**src/tfpc_pkg.sv**
```systemverilog
package tfpc_pkg;

  localparam int unsigned TimeW = 16;
  localparam int unsigned PctW = 7;
  localparam int unsigned ProdW = 23;
  localparam int unsigned MulSteps = 7;
  localparam int unsigned DivSteps = 23;
  localparam int unsigned CntW = 5;
  localparam int unsigned CfgIdxW = 3;

  localparam logic [TimeW-1:0] DefaultOpenMs = 16'd6000;
  localparam logic [TimeW-1:0] DefaultCloseMs = 16'd6000;
  localparam logic [TimeW-1:0] TimeMax = 16'hFFFF;
  localparam logic [PctW-1:0] PctFull = 7'd100;
  localparam logic [7:0] SwipeMark = 8'hFF;

  typedef enum logic [1:0] {
    MODE_HOMING = 2'd0,
    MODE_IDLE = 2'd1,
    MODE_OPENING = 2'd2,
    MODE_CLOSING = 2'd3
  } mode_e;

  typedef enum logic [1:0] {
    FUNC_TICK = 2'd0,
    FUNC_SET = 2'd1,
    FUNC_SWIPE_OPEN = 2'd2,
    FUNC_SWIPE_CLOSE = 2'd3
  } func_e;

  typedef enum logic [CfgIdxW-1:0] {
    REG_OPEN_TRAVEL = 3'd0,
    REG_CLOSE_TRAVEL = 3'd1,
    REG_SWIPE = 3'd2,
    REG_END_STOP = 3'd3,
    REG_HOMING = 3'd4
  } cfg_idx_e;

  typedef enum logic [1:0] {
    MD_IDLE,
    MD_MUL,
    MD_DIV
  } md_state_e;

  typedef enum logic [1:0] {
    ST_IDLE,
    ST_START,
    ST_CALC,
    ST_COMMIT
  } st_e;

  typedef struct packed {
    logic start;
    logic [TimeW-1:0] mul_a;
    logic [PctW-1:0] mul_b;
    logic [TimeW-1:0] divisor;
  } md_req_t;

  typedef struct packed {
    logic done;
    logic [ProdW-1:0] quot;
  } md_rsp_t;

endpackage

```
**src/tfpc_if.sv**
```systemverilog
interface tfpc_item_if;
  logic valid;
  logic ready;
  logic [1:0] func;
  logic [7:0] position;
  modport source (output valid, func, position, input ready);
  modport sink (input valid, func, position, output ready);
endinterface

interface tfpc_result_if;
  logic valid;
  logic ready;
  logic open_drive;
  logic close_drive;
  logic [6:0] position_now;
  logic position_known;
  logic [1:0] mode;
  modport source (output valid, open_drive, close_drive, position_now, position_known, mode,
                  input ready);
  modport sink (input valid, open_drive, close_drive, position_now, position_known, mode,
                output ready);
endinterface

interface tfpc_cfg_if;
  logic valid;
  logic ready;
  logic [2:0] index;
  logic [15:0] data;
  modport source (output valid, index, data, input ready);
  modport sink (input valid, index, data, output ready);
endinterface

```
**src/tfpc_muldiv.sv**
```systemverilog
module tfpc_muldiv (
  input  logic              clk_i,
  input  logic              rst_ni,
  input  tfpc_pkg::md_req_t req_i,
  output tfpc_pkg::md_rsp_t rsp_o
);
  import tfpc_pkg::*;

  md_state_e md_q, md_d;
  logic [CntW-1:0] cnt_q, cnt_d;
  logic [ProdW-1:0] acc_q, acc_d;
  logic [TimeW-1:0] a_q, a_d;
  logic [PctW-1:0] b_q, b_d;
  logic [TimeW-1:0] dv_q, dv_d;
  logic [TimeW-1:0] rem_q, rem_d;
  logic done_q, done_d;
  logic [TimeW:0] rs;
  logic [TimeW:0] diff;
  logic ge;

  assign rs = {rem_q, acc_q[ProdW-1]};
  assign diff = rs - {1'b0, dv_q};
  assign ge = (rs >= {1'b0, dv_q});

  always_comb begin
    md_d = md_q;
    unique case (md_q)
      MD_IDLE: if (req_i.start) md_d = MD_MUL;
      MD_MUL: if (cnt_q == '0) md_d = MD_DIV;
      MD_DIV: if (cnt_q == '0) md_d = MD_IDLE;
      default: md_d = MD_IDLE;
    endcase
  end

  always_comb begin
    cnt_d = cnt_q;
    acc_d = acc_q;
    a_d = a_q;
    b_d = b_q;
    dv_d = dv_q;
    rem_d = rem_q;
    done_d = 1'b0;
    unique case (md_q)
      MD_IDLE: begin
        if (req_i.start) begin
          acc_d = '0;
          a_d = req_i.mul_a;
          b_d = req_i.mul_b;
          dv_d = req_i.divisor;
          cnt_d = CntW'(MulSteps - 1);
        end
      end
      MD_MUL: begin
        acc_d = {acc_q[ProdW-2:0], 1'b0} + (b_q[PctW-1] ? {{(ProdW-TimeW){1'b0}}, a_q} : '0);
        b_d = {b_q[PctW-2:0], 1'b0};
        cnt_d = cnt_q - 1'b1;
        if (cnt_q == '0) begin
          cnt_d = CntW'(DivSteps - 1);
          rem_d = '0;
        end
      end
      MD_DIV: begin
        rem_d = ge ? diff[TimeW-1:0] : rs[TimeW-1:0];
        acc_d = {acc_q[ProdW-2:0], ge};
        cnt_d = cnt_q - 1'b1;
        if (cnt_q == '0) done_d = 1'b1;
      end
      default: ;
    endcase
  end

  always_ff @(posedge clk_i or negedge rst_ni) begin
    if (!rst_ni) begin
      md_q <= MD_IDLE;
      cnt_q <= '0;
      done_q <= 1'b0;
    end else begin
      md_q <= md_d;
      cnt_q <= cnt_d;
      done_q <= done_d;
    end
  end

  always_ff @(posedge clk_i) begin
    acc_q <= acc_d;
    a_q <= a_d;
    b_q <= b_d;
    dv_q <= dv_d;
    rem_q <= rem_d;
  end

  assign rsp_o.done = done_q;
  assign rsp_o.quot = acc_q;

endmodule

```
**src/timed_flap_position_controller.sv**
```systemverilog
// A tick that needs no division goes through the START and COMMIT states to the result;
// a move start, an interrupted move or a swipe also runs the serial multiply-divide unit
// (7 multiply steps plus 23 divide steps) in the CALC state before COMMIT.
// An item is taken only in IDLE, after the last commits; COMMIT stalls on an unread result.
// Reset (asynchronous, active low) restores the register defaults and starts homing.
module timed_flap_position_controller (
  input  logic           clk_i,
  input  logic           rst_ni,
  tfpc_item_if.sink      item_i,
  tfpc_result_if.source  result_o,
  tfpc_cfg_if.sink       cfg_i
);
  import tfpc_pkg::*;

  st_e st_q, st_d;
  logic [TimeW-1:0] open_tr_q, close_tr_q, swipe_q, end_stop_q, homing_q;
  mode_e mode_q, mode_d;
  logic [PctW-1:0] cur_q, cur_d, pend_q, pend_d;
  logic [7:0] tgt_q, tgt_d;
  logic valid_q, valid_d, recal_q, recal_d;
  logic [TimeW-1:0] el_q, el_d, run_q, run_d;
  func_e func_q;
  logic [7:0] pos_q;
  logic out_valid_q;
  logic out_open_q, out_close_q, out_known_q;
  logic [PctW-1:0] out_pos_q;
  mode_e out_mode_q;

  md_req_t md_req;
  md_rsp_t md_rsp;
  logic commit;
  logic need_op;
  logic [TimeW-1:0] tr_open, tr_close;
  logic [PctW-1:0] pct_res;
  logic [PctW-1:0] p_clamp;
  logic p_end;
  logic tgt_up;
  logic [PctW-1:0] tgt_diff;

  assign tr_open = (open_tr_q == '0) ? DefaultOpenMs : open_tr_q;
  assign tr_close = (close_tr_q == '0) ? DefaultCloseMs : close_tr_q;
  assign pct_res = (md_rsp.quot > ProdW'(PctFull)) ? PctFull : md_rsp.quot[PctW-1:0];
  assign p_clamp = (pos_q > {1'b0, PctFull}) ? PctFull : pos_q[PctW-1:0];
  assign p_end = (p_clamp == '0) || (p_clamp == PctFull);
  assign tgt_up = (tgt_q > {1'b0, cur_q});
  assign tgt_diff = tgt_up ? (tgt_q[PctW-1:0] - cur_q) : (cur_q - tgt_q[PctW-1:0]);

  always_comb begin
    need_op = 1'b0;
    md_req.mul_a = swipe_q;
    md_req.mul_b = PctFull;
    md_req.divisor = tr_open;
    case (func_q)
      FUNC_TICK: begin
        need_op = (mode_q == MODE_IDLE) && (tgt_q != {1'b0, cur_q}) &&
                  (tgt_q <= {1'b0, PctFull}) && (tgt_q != '0) && (tgt_q != {1'b0, PctFull});
        md_req.mul_a = tgt_up ? tr_open : tr_close;
        md_req.mul_b = tgt_diff;
        md_req.divisor = TimeW'(PctFull);
      end
      FUNC_SET: begin
        need_op = (mode_q == MODE_OPENING || mode_q == MODE_CLOSING) && !recal_q &&
                  valid_q && ({1'b0, p_clamp} != tgt_q) && (tgt_q <= {1'b0, PctFull});
        md_req.mul_a = (el_q > run_q) ? run_q : el_q;
        md_req.divisor = (mode_q == MODE_OPENING) ? tr_open : tr_close;
      end
      FUNC_SWIPE_OPEN: need_op = (mode_q != MODE_HOMING);
      default: begin
        need_op = (mode_q != MODE_HOMING);
        md_req.divisor = tr_close;
      end
    endcase
  end

  assign md_req.start = (st_q == ST_START) && need_op;

  tfpc_muldiv u_muldiv (
    .clk_i  (clk_i),
    .rst_ni (rst_ni),
    .req_i  (md_req),
    .rsp_o  (md_rsp)
  );

  always_comb begin
    st_d = st_q;
    unique case (st_q)
      ST_IDLE: if (item_i.valid) st_d = ST_START;
      ST_START: st_d = need_op ? ST_CALC : ST_COMMIT;
      ST_CALC: if (md_rsp.done) st_d = ST_COMMIT;
      ST_COMMIT: if (commit) st_d = ST_IDLE;
      default: st_d = ST_IDLE;
    endcase
  end

  assign commit = (st_q == ST_COMMIT) && (!out_valid_q || result_o.ready);
  assign item_i.ready = (st_q == ST_IDLE);
  assign cfg_i.ready = 1'b1;

  always_comb begin
    logic [TimeW-1:0] el_inc;
    logic fin;
    logic [PctW:0] sum;
    el_inc = (el_q == TimeMax) ? el_q : el_q + 1'b1;
    fin = 1'b0;
    sum = '0;
    mode_d = mode_q;
    cur_d = cur_q;
    pend_d = pend_q;
    tgt_d = tgt_q;
    valid_d = valid_q;
    recal_d = recal_q;
    el_d = el_q;
    run_d = run_q;
    case (func_q)
      FUNC_TICK: begin
        el_d = el_inc;
        if (mode_q == MODE_HOMING) begin
          if (el_inc >= homing_q) begin
            cur_d = '0;
            tgt_d = '0;
            valid_d = 1'b1;
            mode_d = MODE_IDLE;
          end
        end else if (mode_q == MODE_IDLE) begin
          if (tgt_q != {1'b0, cur_q} && tgt_q <= {1'b0, PctFull}) begin
            mode_d = tgt_up ? MODE_OPENING : MODE_CLOSING;
            if (tgt_q == '0 || tgt_q == {1'b0, PctFull}) begin
              run_d = end_stop_q;
            end else begin
              run_d = md_rsp.quot[TimeW-1:0];
            end
            el_d = '0;
          end
        end else if (el_inc >= run_q) begin
          mode_d = MODE_IDLE;
          if (recal_q) begin
            cur_d = PctFull;
            valid_d = 1'b1;
            recal_d = 1'b0;
            tgt_d = {1'b0, pend_q};
          end else if (tgt_q <= {1'b0, PctFull}) begin
            cur_d = tgt_q[PctW-1:0];
            if (tgt_q == '0 || tgt_q == {1'b0, PctFull}) valid_d = 1'b1;
          end
        end
      end
      FUNC_SET: begin
        if (mode_q != MODE_HOMING) begin
          if (recal_q) begin
            if (p_end) begin
              recal_d = 1'b0;
              cur_d = '0;
              mode_d = MODE_IDLE;
            end else begin
              pend_d = p_clamp;
              fin = 1'b1;
            end
          end
          if (!fin && !valid_q && !p_end) begin
            mode_d = MODE_IDLE;
            cur_d = '0;
            pend_d = p_clamp;
            recal_d = 1'b1;
            tgt_d = {1'b0, PctFull};
            fin = 1'b1;
          end
          if (!fin && {1'b0, p_clamp} == tgt_q) fin = 1'b1;
          if (!fin) begin
            if (mode_d != MODE_IDLE) begin
              if (tgt_q <= {1'b0, PctFull} && valid_q) begin
                if (mode_d == MODE_OPENING) begin
                  sum = {1'b0, cur_d} + {1'b0, pct_res};
                  cur_d = (sum > {1'b0, PctFull}) ? PctFull : sum[PctW-1:0];
                end else begin
                  cur_d = (cur_d >= pct_res) ? cur_d - pct_res : '0;
                end
              end
              mode_d = MODE_IDLE;
            end
            tgt_d = {1'b0, p_clamp};
          end
        end
      end
      default: begin
        if (mode_q != MODE_HOMING) begin
          recal_d = 1'b0;
          if (func_q == FUNC_SWIPE_OPEN) begin
            sum = {1'b0, cur_q} + {1'b0, pct_res};
            cur_d = (sum > {1'b0, PctFull}) ? PctFull : sum[PctW-1:0];
            mode_d = MODE_OPENING;
          end else begin
            cur_d = (cur_q >= pct_res) ? cur_q - pct_res : '0;
            mode_d = MODE_CLOSING;
          end
          valid_d = 1'b0;
          tgt_d = SwipeMark;
          el_d = '0;
          run_d = swipe_q;
        end
      end
    endcase
  end

  always_ff @(posedge clk_i or negedge rst_ni) begin
    if (!rst_ni) begin
      st_q <= ST_IDLE;
      open_tr_q <= 16'd6000;
      close_tr_q <= 16'd6000;
      swipe_q <= 16'd500;
      end_stop_q <= 16'd6200;
      homing_q <= 16'd7000;
      mode_q <= MODE_HOMING;
      cur_q <= '0;
      pend_q <= '0;
      tgt_q <= '0;
      valid_q <= 1'b0;
      recal_q <= 1'b0;
      el_q <= '0;
      run_q <= 16'd7000;
      out_valid_q <= 1'b0;
    end else begin
      st_q <= st_d;
      if (cfg_i.valid) begin
        unique case (cfg_i.index)
          REG_OPEN_TRAVEL: open_tr_q <= cfg_i.data;
          REG_CLOSE_TRAVEL: close_tr_q <= cfg_i.data;
          REG_SWIPE: swipe_q <= cfg_i.data;
          REG_END_STOP: end_stop_q <= cfg_i.data;
          REG_HOMING: homing_q <= cfg_i.data;
          default: ;
        endcase
      end
      if (commit) begin
        mode_q <= mode_d;
        cur_q <= cur_d;
        pend_q <= pend_d;
        tgt_q <= tgt_d;
        valid_q <= valid_d;
        recal_q <= recal_d;
        el_q <= el_d;
        run_q <= run_d;
        out_valid_q <= 1'b1;
      end else if (result_o.ready) begin
        out_valid_q <= 1'b0;
      end
    end
  end

  always_ff @(posedge clk_i) begin
    if (item_i.valid && item_i.ready) begin
      func_q <= func_e'(item_i.func);
      pos_q <= item_i.position;
    end
    if (commit) begin
      out_open_q <= (mode_d == MODE_OPENING);
      out_close_q <= (mode_d == MODE_CLOSING) || (mode_d == MODE_HOMING);
      out_pos_q <= cur_d;
      out_known_q <= valid_d;
      out_mode_q <= mode_d;
    end
  end

  assign result_o.valid = out_valid_q;
  assign result_o.open_drive = out_open_q;
  assign result_o.close_drive = out_close_q;
  assign result_o.position_now = out_pos_q;
  assign result_o.position_known = out_known_q;
  assign result_o.mode = out_mode_q;

`ifndef NO_ASSERTIONS
  a_done_in_calc: assert property (@(posedge clk_i) disable iff (!rst_ni)
    md_rsp.done |-> st_q == ST_CALC)
    else $error("divider finished outside of a calculation");
  a_commit_to_idle: assert property (@(posedge clk_i) disable iff (!rst_ni)
    commit |=> st_q == ST_IDLE && out_valid_q)
    else $error("commit did not load the result register");
  a_pct_range: assert property (@(posedge clk_i) disable iff (!rst_ni)
    cur_q <= PctFull && pend_q <= PctFull)
    else $error("position estimate out of range");
  a_recal_unknown: assert property (@(posedge clk_i) disable iff (!rst_ni)
    recal_q |-> !valid_q)
    else $error("recalibration while the position is known");
`endif

endmodule

```
**src/flat_wrapper.sv**
```systemverilog
// flat-port wrapper written by rule: the top's interface ports become plain ports
module timed_flap_position_controller_flat import tfpc_pkg::*;
  (clk_i, rst_ni, item_i_valid, item_i_func, item_i_position, item_i_ready, result_o_valid, result_o_open_drive, result_o_close_drive, result_o_position_now, result_o_position_known, result_o_mode, result_o_ready, cfg_i_valid, cfg_i_index, cfg_i_data, cfg_i_ready);
  tfpc_item_if item_i_i ();
  tfpc_result_if result_o_i ();
  tfpc_cfg_if cfg_i_i ();
  input  logic clk_i;
  input  logic rst_ni;
  input wire logic [$bits(item_i_i.valid)-1:0] item_i_valid;
  input wire logic [$bits(item_i_i.func)-1:0] item_i_func;
  input wire logic [$bits(item_i_i.position)-1:0] item_i_position;
  output wire logic [$bits(item_i_i.ready)-1:0] item_i_ready;
  output wire logic [$bits(result_o_i.valid)-1:0] result_o_valid;
  output wire logic [$bits(result_o_i.open_drive)-1:0] result_o_open_drive;
  output wire logic [$bits(result_o_i.close_drive)-1:0] result_o_close_drive;
  output wire logic [$bits(result_o_i.position_now)-1:0] result_o_position_now;
  output wire logic [$bits(result_o_i.position_known)-1:0] result_o_position_known;
  output wire logic [$bits(result_o_i.mode)-1:0] result_o_mode;
  input wire logic [$bits(result_o_i.ready)-1:0] result_o_ready;
  input wire logic [$bits(cfg_i_i.valid)-1:0] cfg_i_valid;
  input wire logic [$bits(cfg_i_i.index)-1:0] cfg_i_index;
  input wire logic [$bits(cfg_i_i.data)-1:0] cfg_i_data;
  output wire logic [$bits(cfg_i_i.ready)-1:0] cfg_i_ready;
  assign item_i_i.valid = item_i_valid;
  assign item_i_i.func = item_i_func;
  assign item_i_i.position = item_i_position;
  assign item_i_ready = item_i_i.ready;
  assign result_o_valid = result_o_i.valid;
  assign result_o_open_drive = result_o_i.open_drive;
  assign result_o_close_drive = result_o_i.close_drive;
  assign result_o_position_now = result_o_i.position_now;
  assign result_o_position_known = result_o_i.position_known;
  assign result_o_mode = result_o_i.mode;
  assign result_o_i.ready = result_o_ready;
  assign cfg_i_i.valid = cfg_i_valid;
  assign cfg_i_i.index = cfg_i_index;
  assign cfg_i_i.data = cfg_i_data;
  assign cfg_i_ready = cfg_i_i.ready;
  timed_flap_position_controller u_core (.clk_i(clk_i), .rst_ni(rst_ni), .item_i(item_i_i), .result_o(result_o_i), .cfg_i(cfg_i_i));
endmodule
```
**config.mk**
```make
export PLATFORM = sky130hd
export DESIGN_NAME = timed_flap_position_controller_flat
export DESIGN_NICKNAME = d
export VERILOG_FILES = /design/src/tfpc_pkg.sv /design/src/tfpc_if.sv /design/src/tfpc_muldiv.sv /design/src/timed_flap_position_controller.sv /design/src/flat_wrapper.sv
export SDC_FILE = /design/constraint.sdc
export NUM_CORES = 1
export LEC_CHECK = 0
export ABC_AREA = 1
export BUFFER_PORTS_ARGS = -buffer_cell sky130_fd_sc_hd__buf_2
export CORE_AREA = 4 4 177 179
export CTS_CLUSTER_SIZE = 40
export DETAILED_ROUTE_END_ITERATION = 10
export DIE_AREA = 0 0 181 183
export GPL_TIMING_DRIVEN = 0
export PLACE_DENSITY_LB_ADDON = 0.2
export SYNTH_ARGS = -nofsm -noshare
export SYNTH_HDL_FRONTEND = slang
export SYNTH_SLANG_ARGS = --single-unit
export TNS_END_PERCENT = 50
```
**constraint.sdc**
```tcl
create_clock -name clk_i -period 3.6 [get_ports clk_i]
set_input_delay 0.72 -clock clk_i [delete_from_list [all_inputs] [get_ports clk_i]]
set_output_delay 0.72 -clock clk_i [all_outputs]
set_load 0.02 [all_outputs]
```
### Word level (Yosys, flattened, before mapping)

Cells that the tools add are included.

* $add $sub $neg: 10
* multiply operators: 0
* divide/modulo/power cells: 0
* $lt $le $gt $ge: 12
* eq/ne operators: 43
* shift operators: 0
* muxes and demuxes: 127
* bitwise logic cells: 1
* reductions and logical operators: 62

Operator list (count)
* 2-to-1 mux 16 bit: 18
* 2-to-1 mux 7 bit: 30
* case mux 16 bit (2 select lines): 4
* 2-to-1 mux 8 bit: 9
* case mux 23 bit (3 select lines): 1
* case mux 16 bit (3 select lines): 1
* 2-to-1 mux 2 bit: 20
* greater-or-equal comparator 16 bit: 2
* logical NOT 16 bit: 2
* 2-to-1 mux 1 bit: 31
* case mux 7 bit (2 select lines): 2
* subtractor 7 bit: 4
* greater-than comparator 8 x 7 -> 1 bit (second input constant): 3
* adder 23 x 16 -> 23 bit: 1
* greater-than comparator 23 x 7 -> 1 bit (second input constant): 1
* 2-to-1 mux 23 bit: 1
* == test 2 bit (second input constant): 9
* AND reduction 2 bit: 9
* greater-or-equal comparator 17 x 16 -> 1 bit: 1
* adder 16 x 1 -> 16 bit (second input constant): 1
* adder 7 x 7 -> 8 bit: 2
* == test 16 bit (second input constant): 1
* greater-than comparator 16 bit: 1
* logical AND 1 bit: 16
* 42 further kinds: 85

* register bits after elaboration: 249
* latch bits: 0
* RAM bits: 0
* bits in read-only memories: 0
* memories: 0

### Logic depth before layout (Yosys ltp)

* word-level depth: 24
* depth in mapped cells: 29
* depth with buffers taken out: 28

### Hierarchy

Synthesis repeated with hierarchy kept, for this count alone.

* cell total of the unflattened synthesis: 2439
* area total of the unflattened synthesis: 18041.1 µm²

Modules (own cells, without submodules)
* timed_flap_position_controller: times used 1, cells each 1646, area an instance 12097.9 µm²
* tfpc_muldiv: times used 1, cells each 793, area an instance 5943.2 µm²

### Least setup slack after synthesis

Ideal clock, no wire load.

* path type: reg2reg
* start: register u_core.pos_q[0]
* end: register u_core.out_pos_q[5], in the netlist u_core.result_o.position_now[5], data pin
* library setup time: 0.267 ns
* data arrival time: 3.444 ns
* required time: 3.333 ns
* path slack: -0.111 ns
* cell stages (with the launch flop): 29
* buffers on the path: 0
* clock period less this slack: 3.711 ns
* cell sequence: edfxtp_1 > o21ai_1 > nand2_2 > nand2_4 > nand4_1 > nand2_2 > inv_1 > nand3_2 > inv_1 > nor3_1 > ha_1 > inv_1 > fa_1 > inv_1 > nand3_1 > nand2_1 > xor2_1 > nand3b_1 > nand3_1 > nand2_1 > or2_2 > nand2_1 > nand2_1 > nand2_1 > nand3_1 > nand2_1 > nand2_1 > nand2_1 > a21oi_1

* cells in the longest elaborated chain, start to end: 23
* elaborated cells between the ends (all ways): 46

RTL lines
* start, declared: RTL line timed_flap_position_controller.sv:23 `logic [7:0] pos_q;`
* start signal, assigned: RTL line timed_flap_position_controller.sv:252 `pos_q <= item_i.position;`
* greater-than comparator 8 x 7 -> 1 bit: RTL line timed_flap_position_controller.sv:43 `assign p_clamp = (pos_q > {1'b0, PctFull}) ? PctFull : pos_q[PctW-1:0];`
* 2-to-1 mux 7 bit *: RTL line timed_flap_position_controller.sv:43
* == test 7 bit / logical NOT 7 bit (equally long branches): RTL line timed_flap_position_controller.sv:44 `assign p_end = (p_clamp == '0) || (p_clamp == PctFull);`
* logical OR 1 bit: RTL line timed_flap_position_controller.sv:44
* 2-to-1 mux 1 bit: RTL line timed_flap_position_controller.sv:150 `if (p_end) begin`
* 2-to-1 mux 1 bit: RTL line timed_flap_position_controller.sv:149 `if (recal_q) begin`
* 2-to-1 mux 1 bit: RTL line timed_flap_position_controller.sv:148 `if (mode_q != MODE_HOMING) begin`
* 2-to-1 mux 1 bit: RTL line timed_flap_position_controller.sv:114 `case (func_q)`
* (+8 left out)
* 2-to-1 mux 7 bit: RTL line timed_flap_position_controller.sv:173 `cur_d = (sum > {1'b0, PctFull}) ? PctFull : sum[PctW-1:0];`
* 2-to-1 mux 7 bit: RTL line timed_flap_position_controller.sv:171 `if (mode_d == MODE_OPENING) begin`
* 2-to-1 mux 7 bit: RTL line timed_flap_position_controller.sv:170 `if (tgt_q <= {1'b0, PctFull} && valid_q) begin`
* 2-to-1 mux 7 bit: RTL line timed_flap_position_controller.sv:169 `if (mode_d != MODE_IDLE) begin`
* 2-to-1 mux 7 bit *: RTL line timed_flap_position_controller.sv:168 `if (!fin) begin`
* 2-to-1 mux 7 bit *: RTL line timed_flap_position_controller.sv:148
* case mux 7 bit (2 select lines) *: RTL line timed_flap_position_controller.sv:114
* net u_core.cur_d[5]: RTL line timed_flap_position_controller.sv:18 `logic [PctW-1:0] cur_q, cur_d, pend_q, pend_d;`
* end signal, assigned: RTL line timed_flap_position_controller.sv:257 `out_pos_q <= cur_d;`
* end, declared: RTL line timed_flap_position_controller.sv:26 `logic [PctW-1:0] out_pos_q;`

Mark *: on every way through the listed nets, which the timed path passes. The rest lies on a longest branch. The select of a mux whose other input is x is not followed.
A chain may end at the register's enable or synchronous reset.

### Worst setup path after layout

* start: register u_core.el_q[9]
* end: register u_core.out_pos_q[5], in the netlist u_core.result_o.position_now[5], data pin

* cells in the longest elaborated chain, start to end: 7
* elaborated cells between the ends (all ways): 10

RTL lines
* start, declared: RTL line timed_flap_position_controller.sv:21 `logic [TimeW-1:0] el_q, el_d, run_q, run_d;`
* start signal, assigned: RTL line timed_flap_position_controller.sv:240 `el_q <= el_d;`
* adder 16 x 1 -> 16 bit / == test 16 bit (equally long branches): RTL line timed_flap_position_controller.sv:103 `el_inc = (el_q == TimeMax) ? el_q : el_q + 1'b1;`
* 2-to-1 mux 16 bit *: RTL line timed_flap_position_controller.sv:103
* greater-or-equal comparator 16 bit: RTL line timed_flap_position_controller.sv:134 `end else if (el_inc >= run_q) begin`
* 2-to-1 mux 7 bit: RTL line timed_flap_position_controller.sv:134
* 2-to-1 mux 7 bit: RTL line timed_flap_position_controller.sv:124 `end else if (mode_q == MODE_IDLE) begin`
* 2-to-1 mux 7 bit *: RTL line timed_flap_position_controller.sv:117 `if (mode_q == MODE_HOMING) begin`
* case mux 7 bit (2 select lines) *: RTL line timed_flap_position_controller.sv:114
* net u_core.cur_d[5]: RTL line timed_flap_position_controller.sv:18

Mark *: on every way through the listed nets, which the timed path passes. The rest lies on a longest branch.

==> results.sh <==
export IMPL_grt_usage_pct=31.5
export IMPL_row_count=63
export IMPL_synth_mux_area_share_pct=0.125
export IMPL_final_cells=2739
export IMPL_ys_flop_type="dfrtp_1"
export IMPL_hold_slack_ns=0.164
export IMPL_synth_area_um2=17000
export IMPL_syn_mean_instance_area_um2=7.87
export IMPL_synth_area_leader_cell="edfxtp_1"
export IMPL_grt_start_max_net_pins=91
export IMPL_grt_pass1_wl_mm=84.6
export IMPL_drt_first_pass_iters=6
export IMPL_finalCriticalPeriod_ns=4.00
export IMPL_cts_tree="yes"
export IMPL_reg2reg_slack_ns=-0.40
export IMPL_cts_clk_slew_worst_paths_ns=0.06
export IMPL_cts_root_buf="clkbuf_16"
export IMPL_viasPerCell=6.07
export IMPL_nets=2498
export IMPL_fill_cells=2324
export IMPL_cts_hold_buf=0
export IMPL_grt_pass1_vias=15900
export IMPL_seq_area_frac_synth_pct=39.8
export IMPL_clock_latency_ns=0.57
export IMPL_die_h_um=183
export IMPL_outcome="finished, violations left"
export IMPL_setup_violations=30
export IMPL_initial_core_util_pct=57.6
export IMPL_cts_buffers=29
export IMPL_place_inst=2603
export IMPL_critPathArrivalTime_ns=4.29
export IMPL_gp_congestion=0.989
export IMPL_netlist_instances=2164
export IMPL_synth_net_count=2336
export IMPL_cts_sinks=249
export IMPL_num_vias=16600
export IMPL_area_growth_pct=19.8
export IMPL_register_area_um2=6780
export IMPL_fin_crit_sh_pct=111
export IMPL_drt_total_wl_mm=55.2
export IMPL_final_antenna_net_count=0
export IMPL_drv_cap=0
export IMPL_synth_edf_count=100
export IMPL_die_area_um2=33100
export IMPL_multi_input_area_um2=9630
export IMPL_p_leak_nw=9.26
export IMPL_crit_path_max_fanout=6
export IMPL_crit_type="register to register"
export IMPL_die_w_um=181
export IMPL_fin_util_pct=69.1
export IMPL_netlist_top_cells_area="edfxtp_1 (18%), dfrtp_1 (16%), nand2_1 (9.6%)"
export IMPL_antenna_found_initial=0
export IMPL_io_pins=49
export IMPL_synth_seq_cells=249
export IMPL_p_per_area_nw_per_um2=878
export IMPL_relSlewSlack_pct=42.0
export IMPL_rsz0062_at_grt="true"
export IMPL_hold_class="input pin to asynchronous set/reset pin"
export IMPL_io_buffers=47
export IMPL_pre_cts_ws_ns=-1.22
export IMPL_synthAdderAreaFrac_pct=10.5
export IMPL_async_reset_ff_share_pct=59.8
export IMPL_setup_ws_ns=-0.400
export IMPL_yosys_warnings=0
export IMPL_antenna_cells_inserted=0
export IMPL_critPathRequiredTime_ns=3.89
export IMPL_fp_coreArea_um2=29600
export IMPL_synth_top_area_share_pct=17.6
export IMPL_violations="setup timing"
export IMPL_worst_ir_drop_vdd_mv=0.591
export IMPL_cp_start_kind="register"
export IMPL_slew_viol_final=0
export IMPL_synthXorXnorAreaFrac_pct=1.95
export IMPL_final_layout_size_suffix_gt1_share_pct=19.3
export IMPL_final_hold_violation_count=0
export IMPL_finClkSkew_ns=0.0378
export IMPL_synth_compound_area_share_pct=18.6
export IMPL_tightest_slew_ns=0.870
export IMPL_clockBufferDepth=3
export IMPL_grt_ovfl_total=0
export IMPL_end_kind="register"
export IMPL_hpwl_mm=39.9
export IMPL_reg2reg_depth=25
export IMPL_drc=0
export IMPL_ys_types=62
export IMPL_max_freq_ghz=0.250
export IMPL_synth_top_family_by_area="simple AND/OR/NAND/NOR gates"
export IMPL_drtIter0Drc=2203
export IMPL_synth_simple_gate_area_share_pct=20.4
export IMPL_wire_per_inst_um=20.2
export IMPL_h_tree_depth=1
==> critical path: stages (launching register included) <==
cell and delay, ns:
dfrtp_1 0.40, inv_1 0.19, nor3_2 0.27, nand4_1 0.17
nor2_2 0.18, inv_2 0.08, nor2_4 0.16, nor2_2 0.06
nand2_2 0.13, nor3_4 0.06, xor2_2 0.25, inv_2 0.10
buf_6 0.14, ha_4 0.29, nand2_4 0.05, nor3_4 0.30
nand2_2 0.11, nand4_1 0.18, buf_4 0.14, nand2_1 0.04
inv_1 0.10, nand2_1 0.07, nand2_1 0.07, nand2_1 0.06
nand2_2 0.08, a21oi_2 0.04
==> Yosys cell counts (8+ instances only) <==
master,instances
nor3_1,29
ha_1,130
nand3_1,91
nand3_2,9
buf_2,13
edfxtp_1,100
fa_1,8
o21ai_0,248
a31oi_1,20
o22ai_1,22
o21ai_1,9
clkbuf_1,57
nor4_1,11
dfstp_2,39
nand4_1,34
a21oi_1,174
nand2_1,436
xor2_1,31
inv_1,297
dfrtp_1,110
nor2_1,141
o211ai_1,39
==> flip-flops by register name (all words and copies together), names as in the netlist, 7 cells and up <==
| name | cells |
|---|---|
| u_core.u_muldiv.a_q | 16 |
| u_core.cur_q | 7 |
| u_core.u_muldiv.acc_q | 23 |
| u_core.open_tr_q | 16 |
| u_core.pos_q | 8 |
| u_core.end_stop_q | 16 |
| u_core.u_muldiv.dv_q | 16 |
| u_core.u_muldiv.b_q | 7 |
| u_core.swipe_q | 16 |
| u_core.run_q | 16 |
| u_core.result_o.position_now | 7 |
| u_core.pend_q | 7 |
| u_core.close_tr_q | 16 |
| u_core.u_muldiv.rem_q | 16 |
| u_core.tgt_q | 8 |
| u_core.homing_q | 16 |
| u_core.el_q | 16 |
==> layout make-up <==
class                           count  share of cell area (%)
Clock buffer                       44                    4.80
Timing Repair Buffer              133                    4.61
Inverter                          305                    5.70
Clock inverter                     10                   0.552
Sequential cell                   249                    33.2
Multi-Input combinational cell   1535                    47.2
Buffer                             73                    1.56
Tap cell                          390                    2.39
==> path summary, 6_finish.rpt <==
| kind | start | end |
|---|---|---|
| max | u_core.el_q[9] | u_core.result_o.position_now[5] |
| min | rst_ni | u_core.u_muldiv.cnt_q[1] |
| max reg2reg | u_core.el_q[9] | u_core.result_o.position_now[5] |
| min reg2reg | u_core.end_stop_q[5] | u_core.end_stop_q[5] |
| max in group asynchronous | rst_ni | u_core.close_tr_q[12] |
| min in group clk_i | item_i_func[1] | u_core.func_q[1] |
==> logic make-up (layout without fill, tap and decap cells) <==
logic type,after synthesis,in the layout
flip-flops,249,249
adder cells (fa/ha/maj),138,138
multiplexers,2,2
other,1,1
XOR/XNOR,38,38
AND/OR/NAND/NOR,789,790
buffers and inverters,381,565
AO/OA/AOI/OAI,566,566
==> where the power goes <==
group	internal [mW]	switching, mW	leakage [nW]
Combinational	3.36	6.25	5.99
Sequential	4.21	0.838	2.74
Clock	2.03	1.24	0.533
==> timing repair <==
action                     CTS  global route
pin swaps                   59            40
resized for setup          141            95
gates cloned                 1             0
setup endpoints to repair   66            60
setup buffers               62            22
==> layout by cell type, fill, tap and decap left out, types with 56 or more instances in the layout <==
cell and n:
nand3_1 83, buf_4 78, buf_2 56, dfrtp_1 110, o21ai_0 230, a21oi_1 158, inv_1 269, edfxtp_1 100
clkbuf_1 57, ha_1 117, nand2_1 409, nor2_1 120
==> metrics by stage <==
stage          power [mW]  instance area [µm²]  setup TNS, ns
5_1_grt              19.1                20400         -12.99
6_report             17.9                20400          -7.84
2_1_floorplan        10.7                17100        -0.0184
4_1_cts              17.2                19900          -2.50
3_3_place_gp         12.8                17800         -96.98
3_5_place_dp         13.1                17800         -34.01
==> metal layers <==
layer,global-route usage (%),share of wire [%],vias up
li1,-,-,7680
met1,45.0,42,7892
met2,49.6,45,884
met3,4.36,9.6,159
met4,11.6,3.9,0
met5,0,0,-
(Power assumes the default switching activity.)
